[config.mk]
export PLATFORM = sky130hd
export DESIGN_NAME = pbd_lookup
export DESIGN_NICKNAME = d
export VERILOG_FILES = /design/src/design/assert_macros.svh /design/src/design/pbd_pkg.sv /design/src/design/pbd_lookup.sv
export SDC_FILE = /design/constraint.sdc
export NUM_CORES = 1
export LEC_CHECK = 0
export ABC_AREA = 1
export BUFFER_PORTS_ARGS = -buffer_cell sky130_fd_sc_hd__buf_2
export CORE_MARGIN = 2
export CORE_UTILIZATION = 57
export DETAILED_ROUTE_END_ITERATION = 12
export PLACE_DENSITY = 0.95
export SYNTH_ARGS = -nofsm -noshare
export SYNTH_HDL_FRONTEND = slang
export SYNTH_SLANG_ARGS = --single-unit
export TNS_END_PERCENT = 30
[constraint.sdc]
create_clock -name vclk -period 4.9
set_clock_uncertainty 0.2 [all_clocks]
set_input_delay 0.735 -clock vclk [all_inputs]
set_output_delay 0.735 -clock vclk [all_outputs]
set_load 0.02 [all_outputs]
[src/design/assert_macros.svh]
// Assertion helpers, included by palette_box_downscale_rgb565.sv.
`ifndef ASSERT_MACROS_SVH
`define ASSERT_MACROS_SVH

`ifndef SYNTH
`define ASSERT_SAME(lbl, clk, rst_n, ante, cons) \
  lbl: assert property (@(posedge clk) disable iff (!rst_n) (ante) |-> (cons)) \
    else $error("assertion failed");
`define ASSERT_NEXT(lbl, clk, rst_n, ante, cons) \
  lbl: assert property (@(posedge clk) disable iff (!rst_n) (ante) |=> (cons)) \
    else $error("assertion failed");
`else
`define ASSERT_SAME(lbl, clk, rst_n, ante, cons)
`define ASSERT_NEXT(lbl, clk, rst_n, ante, cons)
`endif

`endif

[src/design/pbd_pkg.sv]
package pbd_pkg;

  localparam int PALETTE_DEPTH = 256;
  localparam int PAL_AW        = $clog2(PALETTE_DEPTH);
  localparam int GRAPHICS_BASE = 32;
  localparam int TEXT_BASE     = 0;
  localparam int BLANK_INDEX   = 16;
  localparam int SUM_W         = 10;
  localparam int COLOUR_W      = 32;
  localparam int LOOKUPS       = 4;

  localparam logic [31:0] SPLIT_MASK = 32'h07e0f81f;
  localparam logic [7:0]  TEXT_NIBBLE = 8'hf0;

  localparam logic CMD_PAL_WRITE = 1'b0;
  localparam logic CMD_PIXEL     = 1'b1;

  localparam logic [2:0] MODE_OFF      = 3'd0;
  localparam logic [2:0] MODE_ONE_BOX  = 3'd1;
  localparam logic [2:0] MODE_TWO_BOX  = 3'd2;
  localparam logic [2:0] MODE_ONE_PAIR = 3'd3;
  localparam logic [2:0] MODE_TEXT     = 3'd4;
  localparam logic [2:0] MODE_TWO_PAIR = 3'd5;
  localparam logic [2:0] MODE_RESET    = MODE_ONE_BOX;

  typedef enum logic [1:0] {
    FOLD_OFF,
    FOLD_PAIR,
    FOLD_BOX
  } fold_t;

  typedef logic [PAL_AW-1:0] pal_idx_t;

  typedef struct packed {
    logic [LOOKUPS-1:0][PAL_AW-1:0] addr;
    fold_t                          kind;
  } lookup_t;

  function automatic pal_idx_t pal_idx(input logic [SUM_W-1:0] s);
    return s[PAL_AW-1:0];
  endfunction

  function automatic logic [SUM_W-1:0] gfx_sum(input logic [7:0] a, input logic [7:0] b);
    return SUM_W'(a) + SUM_W'(b) + SUM_W'(GRAPHICS_BASE);
  endfunction

  function automatic logic [SUM_W-1:0] text_sum(input logic [7:0] b);
    return SUM_W'(b[7:4]) + SUM_W'(TEXT_BASE);
  endfunction

  function automatic logic [15:0] fold(input fold_t kind, input logic [31:0] w);
    logic [31:0] m;
    logic [15:0] r;
    m = '0;
    r = '0;
    unique case (kind)
      FOLD_BOX: begin
        m = w & (SPLIT_MASK << 2);
        r = m[17:2] + {2'b00, m[31:18]};
      end
      FOLD_PAIR: begin
        m = w & (SPLIT_MASK << 1);
        r = m[16:1] + {1'b0, m[31:17]};
      end
      FOLD_OFF: begin
        r = w[15:0] + w[31:16];
      end
      default: begin
        r = '0;
      end
    endcase
    return r;
  endfunction

endpackage

[src/design/pbd_lookup.sv]
module pbd_lookup (
  input  logic [2:0]       draw_mode,
  input  logic [7:0]       a_top_left,
  input  logic [7:0]       a_top_right,
  input  logic [7:0]       a_bot_left,
  input  logic [7:0]       a_bot_right,
  input  logic [7:0]       b_top_left,
  input  logic [7:0]       b_top_right,
  input  logic [7:0]       b_bot_left,
  input  logic [7:0]       b_bot_right,
  output pbd_pkg::lookup_t lookup
);

  pbd_pkg::pal_idx_t one_tl, one_tr, one_bl, one_br;
  pbd_pkg::pal_idx_t two_tl, two_tr, two_bl, two_br;
  pbd_pkg::pal_idx_t text_l, text_r, blank;
  logic              text_l_on, text_r_on;

  assign one_tl = pbd_pkg::pal_idx(pbd_pkg::gfx_sum(a_top_left, 8'd0));
  assign one_tr = pbd_pkg::pal_idx(pbd_pkg::gfx_sum(a_top_right, 8'd0));
  assign one_bl = pbd_pkg::pal_idx(pbd_pkg::gfx_sum(a_bot_left, 8'd0));
  assign one_br = pbd_pkg::pal_idx(pbd_pkg::gfx_sum(a_bot_right, 8'd0));
  assign two_tl = pbd_pkg::pal_idx(pbd_pkg::gfx_sum(a_top_left, b_top_left));
  assign two_tr = pbd_pkg::pal_idx(pbd_pkg::gfx_sum(a_top_right, b_top_right));
  assign two_bl = pbd_pkg::pal_idx(pbd_pkg::gfx_sum(a_bot_left, b_bot_left));
  assign two_br = pbd_pkg::pal_idx(pbd_pkg::gfx_sum(a_bot_right, b_bot_right));
  assign text_l = pbd_pkg::pal_idx(pbd_pkg::text_sum(b_bot_left));
  assign text_r = pbd_pkg::pal_idx(pbd_pkg::text_sum(b_bot_right));
  assign blank  = pbd_pkg::pal_idx(pbd_pkg::SUM_W'(pbd_pkg::BLANK_INDEX));

  assign text_l_on = |(b_bot_left & pbd_pkg::TEXT_NIBBLE);
  assign text_r_on = |(b_bot_right & pbd_pkg::TEXT_NIBBLE);

  always_comb begin
    unique case (draw_mode)
      pbd_pkg::MODE_ONE_BOX: begin
        lookup.addr = {one_br, one_bl, one_tr, one_tl};
        lookup.kind = pbd_pkg::FOLD_BOX;
      end
      pbd_pkg::MODE_TWO_BOX: begin
        lookup.addr = {two_br, two_bl, two_tr, two_tl};
        lookup.kind = pbd_pkg::FOLD_BOX;
      end
      pbd_pkg::MODE_ONE_PAIR: begin
        lookup.addr = {one_br, one_bl, one_tr, one_tl};
        lookup.kind = pbd_pkg::FOLD_PAIR;
      end
      pbd_pkg::MODE_TEXT: begin
        lookup.addr = {text_r_on ? text_r : one_tr,
                       text_l_on ? text_l : one_tl,
                       two_tr, two_tl};
        lookup.kind = pbd_pkg::FOLD_BOX;
      end
      pbd_pkg::MODE_TWO_PAIR: begin
        lookup.addr = {two_br, two_bl, two_tr, two_tl};
        lookup.kind = pbd_pkg::FOLD_PAIR;
      end
      default: begin
        lookup.addr = {blank, blank, blank, blank};
        lookup.kind = pbd_pkg::FOLD_OFF;
      end
    endcase
  end

endmodule
# Word level (Yosys, flattened, before mapping)
# Index checks and enable logic that the tools add are counted.
[totals] ff_bits=0 output_inout_bits=34 in_bits=67
[op_classes] reduce_logical=2 addsub=12 n_eq_ne=5 muxes=3
[ops] operator="34-bit case mux with 5 select lines" count=1
[ops] operator="8-bit by 6-bit adder with 8-bit output, second input constant" count=8
[ops] operator="8-bit adder" count=4
[ops] operator="8-bit two-way mux" count=2
[ops] operator="4-bit OR reduction" count=2
[ops] operator="3-bit by 2-bit equality test with 1-bit output, second input constant" count=2
[ops] operator="3-bit equality test, second input constant" count=2
[ops] operator="3-bit by 1-bit equality test with 1-bit output, second input constant" count=1

# Longest topological paths before layout
[logic_depth] depth_word=3 mapped_depth=11 depth_no_buf=11

# Worst setup path before layout
# Ideal clock, no wire load.
[synth_timing] kind="input -> output" from="in a_bot_left[1]" to="out lookup[21] in the netlist's numbering" arrival_time_ps=2185 path_buffers=0 required_time_ps=3965 stages=5 path_slack_ps=1780 path_cell_list="ha_1 ha_1 fa_1 xnor2_1 o211ai_1"
[synth_rtl] element="start, declared" line_no="pbd_lookup.sv:5" source="input logic [7:0] a_bot_left,"
[synth_rtl] element="end, declared" line_no="pbd_lookup.sv:11" source="output pbd_pkg::lookup_t lookup"

==> metrics.yaml <==
status: "finished, final reports clean"
placed_cell_area_um2: 3130
hold_path.class: "in -> out"
cp.required_ns: 3.96
p_comb_share_pct: 100.0
power_switching_mw: 0.247
finalSetupTns_ns: 0
min_from: "a_top_left[5]"
final_util_pct: 71.3
grt_pass1_vias: 3071
gp_congestion: 0.954
yosys.area_share.simple_pct: 42.6
post_cts_resize_count: 0
cts_setup_buffers: 0
grtUsageTotal_pct: 29.3
drv_slew: 0
core_um2: 4380
drt_pass1_iterations: 5
grt-ovfl-total: 0
vdd_ir_drop_max_mv: 0.0745
ant_nets: 0
worst_setup_path_start_kind: "primary input"
drt_iter0_drc: 238
register_area_um2: 0
p_leak_nw: 2.02
postSynthCellCount: 443
synthDistinctLibCells: 29
max_freq_mhz: 296
seq_power_share_pct: 0
io_pins: 101
endpoint_kind: "output port"
critical_path_depth: 11
die_h_um: 71.5
syn_to_final_growth_pct: 20.4
pre_cts_ws_ns: 1.52
syn_nets: 570
grt_max_degree: 27
die_w_um: 71.5
fin_nets: 669
antenna_found_initial: 0
seq_area_frac_synth_pct: 0
initial_core_util_pct: 59.2
final_common_cell: "nand2_1"
p_sw_share_pct: 61.8
synth_xor_area_share_pct: 2.70
slew_headroom_pct: 77.6
cp_top_family: "adder cells"
intPower_mw: 0.153
syn_avg_cell_area_um2: 5.86
grt_pass1_wl_um: 12500
max_stage_delay_ns: 0.41
pwr-share-clk_pct: 0
clock_buffers: 0
yosys_warnings: 0
io_buffers: 101
setup_ws_ns: 1.52
synth_fa_ha_area_share_pct: 30.1
drc: 0
arrival_ns: 2.45
syn-cell-area_um2: 2600
dieArea_um2: 5110
critPathBufInv: 4
crit_slowest_cell: "fa_1"
fin_area_um2: 3130
path_class: "in -> out"
fin_crit_sh_pct: 69.1
synth.mux.area_fraction_pct: 0
finalHoldViolations: 0
startpoint: "a_bot_right[1]"
worst_slew_pin_slew_ns: 0.336
synth_top_family_by_area: "simple AND/OR/NAND/NOR gates"
wl_per_cell_um: 12.7
mostFrequentLayoutCells: "nand2_1, buf_2, inv_1"
synth-compound-area-share_pct: 11.1
drt-total-wl_um: 7540
timing.hold.ws_ns: 1.61
hold_buffers: 0
power_density_nw_per_um2: 128
drive_gt1_share_pct: 23.0
drt-vias-per-instance: 5.35
crit_chain: "buf_2 > ha_1 > ha_1 > inv_1 > fa_1 > inv_1 > nand3_1 > nand3b_1 > nand3_1 > o211ai_1 > buf_2"
critPathMaxFanout: 3
fin_crit_ns: 3.38
vias: 3169
diodes: 0
rsz0062_at_grt: "false"
hold_depth: 3
seq_cell_count: 0
dp_hpwl_um: 6540
setup_viol: 0
cap_violations: 0
rows: 24
[kinds of logic after synthesis]
logic type                 after synthesis
adders and majority gates               60
buffers and inverters                   87
and+or+nand+nor                        244
xor gates and xnor gates                 8
AOI/OAI and AO/OA                       44
[worst min-delay path, cell delays in order]
cell,delay (ns)
buf_2,0.11
o22ai_2,0.08
buf_2,0.15
[synthesized netlist by cell type, drive strengths merged]
cell	count	area [µm²]
nor3	5	25.0
o21ai	14	77.6
xnor2	3	26.3
nand3b	4	30.0
buf	4	41.3
a22o	6	52.6
a22oi	3	22.5
nand4	4	25.0
o2111ai	2	17.5
a21oi	14	70.1
nor2	22	130
fa	4	80.1
or2	1	6.26
xor2	5	43.8
o22ai	2	25.0
ha	56	701
nand3	44	225
nand2	164	663
o211ai	3	22.5
inv	83	312
[through the flow]
step	power, mW	instances
finish	0.400	592
global route	0.447	592
CTS	0.397	592
detailed placement	0.395	592
global placement	0.380	592
floorplan	0.276	443
[per-layer routing]
| layer | share of wire (%) | GRT usage, % | vias up |
|---|---|---|---|
| met5 | 0 | 0 | - |
| met4 | 1.8 | 8.81 | 0 |
| met3 | 6.0 | 2.25 | 14 |
| met2 | 50 | 54.9 | 116 |
| met1 | 42 | 35.3 | 1409 |
| li1 | - | - | 1630 |
[power by group through the flow]
stage	logic, mW	clock network [mW]	registers [mW]
finish	0.400	0	0
global route	0.447	0	0
CTS	0.397	0	0
detailed placement	0.395	0	0
global placement	0.380	0	0
floorplan	0.276	0	0
[worst paths after layout]
check | to | slack (ns)
worst max-delay path | lookup[31] | 1.52
worst min-delay path | lookup[7] | 1.61
[final cells by class]
| type | instances | area [µm²] |
|---|---|---|
| tap | 52 | 65.1 |
| fill | 397 | 1260 |
| multi-input combinational | 356 | 2240 |
| timing repair buffer | 101 | 505 |
| inverter | 83 | 312 |
(Power assumes the default switching activity.)
